<file path="src/rtl/lrb_pkg.sv">
`timescale 1ns / 1ps
`default_nettype none
// ----------------------------------------------------------------------------
// lrb_pkg
// shared types, register offsets and constants of the display register block
// ----------------------------------------------------------------------------
package lrb_pkg;

    localparam int DataW   = 16;
    localparam int OffW    = 12;
    localparam int VramW   = 13;
    localparam int StrideW = 18;
    localparam int BaseW   = 34;
    localparam int EnW     = 8;

    // register window offsets
    localparam logic [OffW-1:0] OFF_VERSION = 12'h500;
    localparam logic [OffW-1:0] OFF_XRES    = 12'h502;
    localparam logic [OffW-1:0] OFF_YRES    = 12'h504;
    localparam logic [OffW-1:0] OFF_BPP     = 12'h506;
    localparam logic [OffW-1:0] OFF_ENABLE  = 12'h508;
    localparam logic [OffW-1:0] OFF_VWIDTH  = 12'h50C;
    localparam logic [OffW-1:0] OFF_VHEIGHT = 12'h50E;
    localparam logic [OffW-1:0] OFF_XOFF    = 12'h510;
    localparam logic [OffW-1:0] OFF_YOFF    = 12'h512;
    localparam logic [OffW-1:0] OFF_VRAM    = 12'h514;
    localparam logic [OffW-1:0] OFF_EXTSIZE = 12'h600;
    localparam logic [OffW-1:0] OFF_ENDIAN0 = 12'h604;
    localparam logic [OffW-1:0] OFF_ENDIAN1 = 12'h606;

    // operation codes
    localparam logic OP_READ  = 1'b0;
    localparam logic OP_WRITE = 1'b1;

    localparam logic [EnW-1:0]   ENABLE_MASK = 8'hE3;
    localparam int               EN_ON_BIT   = 0;
    localparam int               EN_CAPS_BIT = 1;
    localparam int               EN_NOCLR_BIT = 7;
    localparam logic [DataW-1:0] VER_MIN     = 16'hB0C0;
    localparam logic [DataW-1:0] VER_MAX     = 16'hB0C5;
    localparam logic [DataW-1:0] CAPS_XRES   = 16'd2560;
    localparam logic [DataW-1:0] CAPS_YRES   = 16'd1440;
    localparam logic [DataW-1:0] BPP_WORD    = 16'd32;
    localparam logic [DataW-1:0] EXT_WORD    = 16'd8;
    localparam logic [DataW-1:0] ENDIAN_WORD = 16'h1E1E;
    localparam logic [VramW-1:0] VRAM_RESET  = 13'd256;

    typedef struct packed {
        logic             op;
        logic [OffW-1:0]  offset;
        logic [DataW-1:0] data;
    } req_t;

    typedef struct packed {
        logic [DataW-1:0]   read_data;
        logic [DataW-1:0]   width;
        logic [DataW-1:0]   height;
        logic [StrideW-1:0] stride;
        logic [BaseW-1:0]   base;
        logic               clear_vram;
        logic               mode_updated;
    } rsp_t;

endpackage : lrb_pkg
`default_nettype wire

</file>
<file path="src/rtl/lrb_scan_calc.sv">
`timescale 1ns / 1ps
`default_nettype none
// ----------------------------------------------------------------------------
// lrb_scan_calc
// scanout stride and start offset from width, virtual width and panning
// ----------------------------------------------------------------------------
module lrb_scan_calc (
    input  wire logic [lrb_pkg::DataW-1:0]   width,
    input  wire logic [lrb_pkg::DataW-1:0]   virt_width,
    input  wire logic [lrb_pkg::DataW-1:0]   x_off,
    input  wire logic [lrb_pkg::DataW-1:0]   y_off,
    output logic      [lrb_pkg::StrideW-1:0] stride,
    output logic      [lrb_pkg::BaseW-1:0]   base
);
    import lrb_pkg::*;

    logic [StrideW-1:0] packed_w;
    logic [StrideW-1:0] virt_ext;
    logic [BaseW-1:0]   product;
    logic [BaseW:0]     sum;

    // 32 bits per pixel
    assign packed_w = {width, 2'b00};
    assign virt_ext = {{(StrideW-DataW){1'b0}}, virt_width};
    assign stride   = (virt_ext > packed_w) ? virt_ext : packed_w;
    assign product  = BaseW'(y_off * stride);
    assign sum      = {1'b0, product} + {{(BaseW+1-DataW){1'b0}}, x_off};
    assign base     = sum[BaseW-1:0];

endmodule : lrb_scan_calc
`default_nettype wire

</file>
<file path="src/rtl/lrb_regs.sv">
`timescale 1ns / 1ps
`default_nettype none
// ----------------------------------------------------------------------------
// lrb_regs
// register file, access decode and scanout state update
// ----------------------------------------------------------------------------
module lrb_regs (
    input  wire logic                       clk,
    input  wire logic                       rst_n,
    input  wire logic                       fire,
    input  wire lrb_pkg::req_t              req,
    input  wire logic [lrb_pkg::VramW-1:0]  vram_size_units,
    output lrb_pkg::rsp_t                   rsp
);
    import lrb_pkg::*;

    logic [DataW-1:0]   version_reg, version_next;
    logic [EnW-1:0]     enable_reg, enable_next;
    logic [DataW-1:0]   xres_reg, xres_next;
    logic [DataW-1:0]   yres_reg, yres_next;
    logic [DataW-1:0]   vwidth_reg, vwidth_next;
    logic [DataW-1:0]   vheight_reg, vheight_next;
    logic [DataW-1:0]   xoff_reg, xoff_next;
    logic [DataW-1:0]   yoff_reg, yoff_next;
    logic [DataW-1:0]   width_reg, width_next;
    logic [DataW-1:0]   height_reg, height_next;
    logic [StrideW-1:0] stride_reg, stride_next;
    logic [BaseW-1:0]   base_reg, base_next;

    logic               wr;
    logic               load_res;
    logic               recompute;
    logic [DataW-1:0]   width_src;
    logic [DataW-1:0]   height_src;
    logic [StrideW-1:0] calc_stride;
    logic [BaseW-1:0]   calc_base;
    logic [DataW-1:0]   rd;

    assign wr = (req.op == OP_WRITE);

    always_comb
    begin
        version_next = version_reg;
        enable_next  = enable_reg;
        xres_next    = xres_reg;
        yres_next    = yres_reg;
        vwidth_next  = vwidth_reg;
        vheight_next = vheight_reg;
        xoff_next    = xoff_reg;
        yoff_next    = yoff_reg;
        load_res     = 1'b0;
        recompute    = 1'b0;
        if (wr)
        begin
            unique case (req.offset)
                OFF_VERSION: version_next = req.data;
                OFF_XRES:
                begin
                    if (!enable_reg[EN_ON_BIT])
                        xres_next = req.data;
                end
                OFF_YRES:
                begin
                    if (!enable_reg[EN_ON_BIT])
                        yres_next = req.data;
                end
                OFF_ENABLE:
                begin
                    enable_next = req.data[EnW-1:0] & ENABLE_MASK;
                    load_res    = req.data[EN_ON_BIT];
                    recompute   = req.data[EN_ON_BIT];
                end
                OFF_VWIDTH:
                begin
                    vwidth_next = req.data;
                    recompute   = 1'b1;
                end
                OFF_VHEIGHT: vheight_next = req.data;
                OFF_XOFF:
                begin
                    xoff_next = req.data;
                    recompute = 1'b1;
                end
                OFF_YOFF:
                begin
                    yoff_next = req.data;
                    recompute = 1'b1;
                end
                default: ;
            endcase
        end
    end

    // enable loads the held geometry from the resolution registers
    assign width_src  = load_res ? xres_reg : width_reg;
    assign height_src = load_res ? yres_reg : height_reg;

    lrb_scan_calc u_scan_calc (
        .width      (width_src),
        .virt_width (vwidth_next),
        .x_off      (xoff_next),
        .y_off      (yoff_next),
        .stride     (calc_stride),
        .base       (calc_base)
    );

    assign width_next  = recompute ? width_src   : width_reg;
    assign height_next = recompute ? height_src  : height_reg;
    assign stride_next = recompute ? calc_stride : stride_reg;
    assign base_next   = recompute ? calc_base   : base_reg;

    // read mux on the state before the access
    always_comb
    begin
        rd = '0;
        if (!wr)
        begin
            case (req.offset)
                OFF_VERSION:
                    rd = ((version_reg < VER_MIN) || (version_reg > VER_MAX)) ?
                         VER_MAX : version_reg;
                OFF_XRES:    rd = enable_reg[EN_CAPS_BIT] ? CAPS_XRES : xres_reg;
                OFF_YRES:    rd = enable_reg[EN_CAPS_BIT] ? CAPS_YRES : yres_reg;
                OFF_BPP:     rd = BPP_WORD;
                OFF_ENABLE:  rd = {{(DataW-EnW){1'b0}}, enable_reg};
                OFF_VWIDTH:  rd = vwidth_reg;
                OFF_VHEIGHT: rd = vheight_reg;
                OFF_XOFF:    rd = xoff_reg;
                OFF_YOFF:    rd = yoff_reg;
                OFF_VRAM:    rd = {{(DataW-VramW){1'b0}}, vram_size_units};
                OFF_EXTSIZE: rd = EXT_WORD;
                OFF_ENDIAN0, OFF_ENDIAN1: rd = ENDIAN_WORD;
                default:     rd = '0;
            endcase
        end
    end

    always_comb
    begin
        rsp.read_data    = rd;
        rsp.width        = width_next;
        rsp.height       = height_next;
        rsp.stride       = stride_next;
        rsp.base         = base_next;
        rsp.clear_vram   = load_res && !req.data[EN_NOCLR_BIT];
        rsp.mode_updated = recompute;
    end

    always_ff @(posedge clk or negedge rst_n)
    begin
        if (!rst_n)
        begin
            version_reg <= '0;
            enable_reg  <= '0;
            xres_reg    <= '0;
            yres_reg    <= '0;
            vwidth_reg  <= '0;
            vheight_reg <= '0;
            xoff_reg    <= '0;
            yoff_reg    <= '0;
            width_reg   <= '0;
            height_reg  <= '0;
            stride_reg  <= '0;
            base_reg    <= '0;
        end
        else if (fire)
        begin
            version_reg <= version_next;
            enable_reg  <= enable_next;
            xres_reg    <= xres_next;
            yres_reg    <= yres_next;
            vwidth_reg  <= vwidth_next;
            vheight_reg <= vheight_next;
            xoff_reg    <= xoff_next;
            yoff_reg    <= yoff_next;
            width_reg   <= width_next;
            height_reg  <= height_next;
            stride_reg  <= stride_next;
            base_reg    <= base_next;
        end
    end

endmodule : lrb_regs
`default_nettype wire

</file>
<file path="src/rtl/linear_display_register_block.sv">
`timescale 1ns / 1ps
`default_nettype none
// ----------------------------------------------------------------------------
// linear_display_register_block
// linear framebuffer display register window with scanout geometry
// ----------------------------------------------------------------------------
// usage:
//   input channel (in_valid/in_ready) carries one 16-bit register access:
//   operation (0 read, 1 write), reg_offset and write_data
//   output channel (out_valid/out_ready) returns one result per access:
//   read_data plus the scanout geometry after the access and two flags
//   cfg_we/cfg_wdata load the video memory size; write it only while idle
// path: input register, then decode/update/multiply into result register
// throughput: one transaction per cycle when not stalled; the state
//   register loop (decode, stride compare, one 16x18 multiply, add) sets it
// stall: a held result keeps the pending access in the input register,
//   and in_ready drops only once both stages are full
// reset: all display registers and scanout geometry clear to zero, the
//   video memory size returns to 256 units, both stages empty
// ----------------------------------------------------------------------------
module linear_display_register_block (
    input  wire logic                          clk,
    input  wire logic                          rst_n,
    input  wire logic                          in_valid,
    output logic                               in_ready,
    input  wire logic                          operation,
    input  wire logic [lrb_pkg::OffW-1:0]      reg_offset,
    input  wire logic [lrb_pkg::DataW-1:0]     write_data,
    output logic                               out_valid,
    input  wire logic                          out_ready,
    output logic      [lrb_pkg::DataW-1:0]     read_data,
    output logic      [lrb_pkg::DataW-1:0]     scan_width,
    output logic      [lrb_pkg::DataW-1:0]     scan_height,
    output logic      [lrb_pkg::StrideW-1:0]   scan_stride,
    output logic      [lrb_pkg::BaseW-1:0]     scan_base,
    output logic                               clear_vram,
    output logic                               mode_updated,
    input  wire logic                          cfg_we,
    input  wire logic [lrb_pkg::VramW-1:0]     cfg_wdata
);
    import lrb_pkg::*;

    // configuration register
    logic [VramW-1:0] vram_reg;

    // input stage
    logic             req_valid_reg;
    req_t             req_reg;

    // result stage
    logic             rsp_valid_reg;
    rsp_t             rsp_reg;

    rsp_t             rsp_next;
    logic             fire;

    // the access retires when the result register is free or being drained
    assign fire     = req_valid_reg && (!rsp_valid_reg || out_ready);
    assign in_ready = !req_valid_reg || fire;

    always_ff @(posedge clk or negedge rst_n)
    begin
        if (!rst_n)
            vram_reg <= VRAM_RESET;
        else if (cfg_we)
            vram_reg <= cfg_wdata;
    end

    always_ff @(posedge clk or negedge rst_n)
    begin
        if (!rst_n)
            req_valid_reg <= 1'b0;
        else if (in_ready)
            req_valid_reg <= in_valid;
    end

    // payload only, no reset
    always_ff @(posedge clk)
    begin
        if (in_ready && in_valid)
        begin
            req_reg.op     <= operation;
            req_reg.offset <= reg_offset;
            req_reg.data   <= write_data;
        end
    end

    lrb_regs u_regs (
        .clk             (clk),
        .rst_n           (rst_n),
        .fire            (fire),
        .req             (req_reg),
        .vram_size_units (vram_reg),
        .rsp             (rsp_next)
    );

    always_ff @(posedge clk or negedge rst_n)
    begin
        if (!rst_n)
            rsp_valid_reg <= 1'b0;
        else if (fire)
            rsp_valid_reg <= 1'b1;
        else if (out_ready)
            rsp_valid_reg <= 1'b0;
    end

    always_ff @(posedge clk)
    begin
        if (fire)
            rsp_reg <= rsp_next;
    end

    assign out_valid    = rsp_valid_reg;
    assign read_data    = rsp_reg.read_data;
    assign scan_width   = rsp_reg.width;
    assign scan_height  = rsp_reg.height;
    assign scan_stride  = rsp_reg.stride;
    assign scan_base    = rsp_reg.base;
    assign clear_vram   = rsp_reg.clear_vram;
    assign mode_updated = rsp_reg.mode_updated;

endmodule : linear_display_register_block
`default_nettype wire
</file>
<file path="config.mk">
export PLATFORM = sky130hd
export DESIGN_NAME = linear_display_register_block
export DESIGN_NICKNAME = d
export VERILOG_FILES = /design/src/rtl/lrb_pkg.sv /design/src/rtl/lrb_scan_calc.sv /design/src/rtl/lrb_regs.sv /design/src/rtl/linear_display_register_block.sv
export SDC_FILE = /design/constraint.sdc
export NUM_CORES = 1
export LEC_CHECK = 0
export ABC_AREA = 1
export BUFFER_PORTS_ARGS = -buffer_cell sky130_fd_sc_hd__buf_2
export CAP_MARGIN = 20
export CORE_MARGIN = 2
export CORE_UTILIZATION = 25
export CTS_BUF_LIST = sky130_fd_sc_hd__clkbuf_4 sky130_fd_sc_hd__clkbuf_8
export CTS_CLUSTER_SIZE = 24
export DETAILED_ROUTE_END_ITERATION = 8
export PLACE_DENSITY_LB_ADDON = 0.2
export SLEW_MARGIN = 40
export SYNTH_ARGS = -nofsm -noshare
export SYNTH_HDL_FRONTEND = slang
export SYNTH_SLANG_ARGS = --single-unit
</file>
<file path="constraint.sdc">
create_clock -name clk -period 10.8 [get_ports clk]
set_input_delay 2.7 -clock clk [delete_from_list [all_inputs] [get_ports clk]]
set_output_delay 2.7 -clock clk [all_outputs]
set_load 0.01 [all_outputs]
</file>
# Word-level counts from Yosys, hierarchy flattened
# Cells that the tools add are included.
dict set report word_totals {
  regBits 347
  out_inout_bits 104
  inputBits 47
}
dict set report classes {
  addsub 1
  multipliers 1
  n_bitwise 1
  n_reduce_logical 17
  n_lt_le_gt_ge 3
  eq_ne 13
  mux 23
}
# op n
set ops {}
lappend ops {{2-to-1 mux 16 bit} 13}
lappend ops {{one-hot mux 16 bit (12 select lines)} 1}
lappend ops {{equality test 12 x 11 -> 1 bit (second input constant)} 13}
lappend ops {{2-to-1 mux 18 bit} 2}
lappend ops {{adder 34 x 16 -> 34 bit} 1}
lappend ops {{multiplier 16 x 18 -> 34 bit} 1}
lappend ops {{2-to-1 mux 34 bit} 1}
lappend ops {{> comparator 16 x 18 -> 1 bit} 1}
lappend ops {{> comparator 16 bit (second input constant)} 1}
lappend ops {{< comparator 16 bit (second input constant)} 1}
lappend ops {{AND reduction 3 bit} 3}
lappend ops {{AND reduction 4 bit} 2}
lappend ops {{2-to-1 mux 1 bit} 5}
lappend ops {{logical AND 1 bit} 3}
lappend ops {{zero test 1 bit} 3}
lappend ops {{logical OR 1 bit} 3}
lappend ops {{OR reduction 3 bit} 1}
lappend ops {{one-hot mux 1 bit (2 select lines)} 1}
lappend ops {{nonzero test 2 bit} 1}
lappend ops {{OR reduction 2 bit} 1}
lappend ops {{NOT 1 bit} 1}

# Depth between registers and ports, before layout
dict set report logic_depth {
  word_depth 9
  mapped_depth 51
  ltp_nobuf 47
}

# Cells and area by module
# A second synthesis with hierarchy kept.
dict set report unflattened {
  cells_unflattened 3414
  hier_area_um2 27422.6
}
# mod cells_each instances seq_area_each_um2 area_per_inst_um2
set by_module_without_submodules {}
lappend by_module_without_submodules {lrb_regs 1712 1 5029.8 11609.9}
lappend by_module_without_submodules {lrb_scan_calc 1505 1 0.0 11273.3}
lappend by_module_without_submodules {linear_display_register_block 197 1 4310.4 4539.4}

# Worst setup path before layout
# No wires, ideal clock.
dict set report synth_timing {
  path_kind {flip-flop to flip-flop}
  from {reg req_reg[21] (netlist bit)}
  to {reg rsp_reg (netlist bit scan_base[26]), data pin}
  setup_slack_ps 2579
  period_less_slack_ps 8221
  path_buffers 4
  setup_time_ps 272
  stages_incl_launch_ff 41
  arrival_ps 7950
  cell_sequence {edfxtp_1 nor2_1 nand2_2 nor2_4 nand3_2 buf_2 clkbuf_1 o21ai_0 inv_1 ha_1 nand2_1 inv_1 a221oi_1 o31ai_1 a21boi_0 nand2_4 nand2_4 buf_6 (+5 left out) fa_1 fa_1 inv_1 fa_1 fa_1 inv_1 fa_1 inv_1 ha_1 nand2_1 nor2_1 inv_1 o21ai_0 a21oi_1 or2_2 o21ai_0 xor2_1 a21boi_0}
}
# element line_no
set synth_rtl {}
lappend synth_rtl {{start: declaration} linear_display_register_block.sv:48} ;# req_t req_reg;
lappend synth_rtl {{end signal: assignment} linear_display_register_block.sv:110} ;# rsp_reg <= rsp_next;
lappend synth_rtl {{end: declaration} linear_display_register_block.sv:52} ;# rsp_t rsp_reg;

==> flow_summary.json <==
{
  "mostFrequentLayoutCell": "nand2_1",
  "seq_power_share_pct": 45.7,
  "cts.sinks": 347,
  "power_density_nw_per_um2": 118,
  "drive_above_1_share_pct": 13.1,
  "numCtsBuffers": 70,
  "skew_ps": 43.1,
  "critPathLaunchType": "register",
  "cp_max_fo": 24,
  "drc": 0,
  "max_slew_margin_pct": 42.5,
  "insertion_delay_ps": 670,
  "final_cell_mix": "673 x nand2_1, 538 x inv_1, 270 x o21ai_0, 238 x fa_1, 215 x dfrtp_1",
  "first_global_vias": 20400,
  "worst_hold_slack_ps": 475,
  "period_needed_ps": 9880,
  "drv_slew": 0,
  "rsz0062_at_grt": "no",
  "cts_setup_buffers": 0,
  "p_clk_share_pct": 42.6,
  "wl_per_cell_um": 19.6,
  "holdBufCountCts": 0,
  "layout_setup_ws_ps": 919,
  "tightest_slew_ps": 862,
  "num_rows": 116,
  "drtAntennaViolNets": 0,
  "grt_use_total_pct": 17.1,
  "power.internal_mw": 2.45,
  "synth_enable_flop_cells": 131,
  "fin_setup_tns_ps": 0,
  "switching_share_pct": 28.9,
  "leakagePower_nw": 14.2,
  "arrival_ps": 10260,
  "clockBufferDepth": 3,
  "hold_path_class": "register to register",
  "grt_pass1_wl_mm": 133,
  "routed_wl_mm": 87.8,
  "port_buffers": 150,
  "cp_slowest_cell": "o21ai_0",
  "initial_core_util_pct": 25.3,
  "fmax_ghz": 0.101,
  "synth.yosys.seq_area_share_pct": 36.8,
  "yosys_warnings": 0,
  "place_ws_ps": 940,
  "antenna_found_initial": 9,
  "via_per_inst": 4.46,
  "grt_max_degree": 122,
  "synth_cell_types": 58,
  "critPathMaxStageDelay_ps": 710,
  "worstSetupEndpointType": "register",
  "place_area_um2": 27700,
  "post_cts_resized": 0,
  "crit_required_ps": 11180,
  "final_area_um2": 29300,
  "via_count": 20000,
  "cpMostUsedCell": "inv_1",
  "synthesis.nets": 3321,
  "pin_count": 151,
  "ys_ff_latch": 347,
  "die_w_um": 323,
  "gp_congestion": 0.855,
  "crit_type": "register to register",
  "first_pass_iters": 5,
  "layout_worst_path_cycle_share_pct": 91.5,
  "htree_levels": 3,
  "dieHeight_um": 323,
  "fin_nets": 3477,
  "power.net_switching_mw": 0.996,
  "drt_iter0_markers": 1814,
  "clock-root-buffer": "clkbuf_8",
  "area_delta_synth_final_pct": 15.4,
  "synth_ff_type": "dfrtp_1",
  "synth_area_um2": 25400,
  "die-area_um2": 104000,
  "setup_viol": 0,
  "async_flop_share_pct": 62.2,
  "synth_cells": 2914,
  "cts_tree": "built",
  "hpwl_mm": 67.3,
  "maxCapViolations": 0,
  "ir_worst_vdd_uv": 64.1,
  "timing.final.hold_violations": 0,
  "status": "complete, no violations",
  "path_clk_slew_ps": 60,
  "combPwrFrac_pct": 11.8,
  "syn_avg_cell_area_um2": 8.71,
  "core_area_um2": 100000,
  "grt-ovfl-total": 0
}
[area by class of cell]
type                    instances  area (µm²)
fillers                     11000       71100
multi-input cells            1894       13500
flip-flops and latches        347        9340
inverters                     564        2120
well taps                    1357        1700
clock buffers                 105        1260
repair buffers                193        1160
clock inverters                24         230
diodes                          5        12.5
[power groups by stage]
stage,logic [mW],clock network [mW],registers (mW)
after floorplan,0.210,0,1.61
after global placement,0.405,0,1.60
after detailed placement,0.405,0,1.60
after CTS,0.407,1.52,1.58
after global routing,0.457,1.58,1.59
final,0.406,1.47,1.57
[per-stage QoR]
| stage | utilization (%) | power, mW | cells |
|---|---|---|---|
| after detailed placement | 27.6 | 2.01 | 4352 |
| after global routing | 29.2 | 3.62 | 4485 |
| after floorplan | - | 1.82 | 2914 |
| final | 29.2 | 3.45 | 4489 |
| after global placement | 27.6 | 2.01 | 4351 |
| after CTS | 29.1 | 3.50 | 4481 |
[Yosys cell counts, drive strengths merged, types with 7 or more instances]
cell type,number,area [µm²]
clkbuf,77,289
ha,122,1530
fa,238,4760
a31oi,13,81.3
nand3,78,405
dfrtp,215,5380
a2111oi,7,61.3
xor2,14,123
buf,32,205
a21oi,79,418
edfxtp,131,3930
or2,17,106
o21bai,9,67.6
nand4,20,140
o211ai,7,52.6
o22ai,14,87.6
nor3,13,65.1
nand2,694,2670
o21ai,287,1460
inv,562,2110
xnor2,10,87.6
nor2,225,912
a221oi,8,70.1
[per-layer routing]
| metal | routed length [µm] | vias up | global-route usage (%) | part of all wire, % |
|---|---|---|---|---|
| li1 | - | 9454 | - | - |
| met1 | 42500 | 9871 | 25.0 | 48 |
| met2 | 37800 | 588 | 25.9 | 43 |
| met3 | 5330 | 117 | 2.70 | 6.1 |
| met4 | 2120 | 0 | 5.10 | 2.4 |
| met5 | 0 | - | 0 | 0 |
[worst max-delay path: cells and delay by family (launching register included)]
| kind | cells | cell delay, ps |
|---|---|---|
| compound gates | 8 | 2090 |
| xor+xnor | 1 | 290 |
| fa+ha+maj | 8 | 3550 |
| buf+inv | 8 | 770 |
| flops | 1 | 460 |
| simple gates | 13 | 2440 |
[cell families (layout without fill, tap and decap cells)]
kind of cell / after synthesis / after routing / share of synthesized area (%)
xor+xnor: 24 / 24 / 0.828
simple gates: 1057 / 1057 / 17.2
mux: 6 / 6 / 0.246
fa+ha+maj: 360 / 360 / 24.8
compound gates: 447 / 447 / 9.86
other cells: 0 / 5 / 0
buf+inv: 673 / 886 / 10.3
flops: 347 / 347 / 36.8
[final timing paths]
kind | endpoint | cells past startpoint | slack (ps) | startpoint
max reg2reg | scan_base[23] | 38 | 920 | req_reg[18]
max in group asynchronous | u_regs.base_reg[12] | 3 | 7780 | rst_n
min | u_regs.base_reg[26] | 2 | 480 | u_regs.base_reg[26]
max | scan_base[23] | 38 | 920 | req_reg[18]
min reg2reg | u_regs.base_reg[26] | 2 | 480 | u_regs.base_reg[26]
min in group asynchronous | u_regs.version_reg[4] | 1 | 1890 | rst_n
Power figures use the tool's default switching activity.
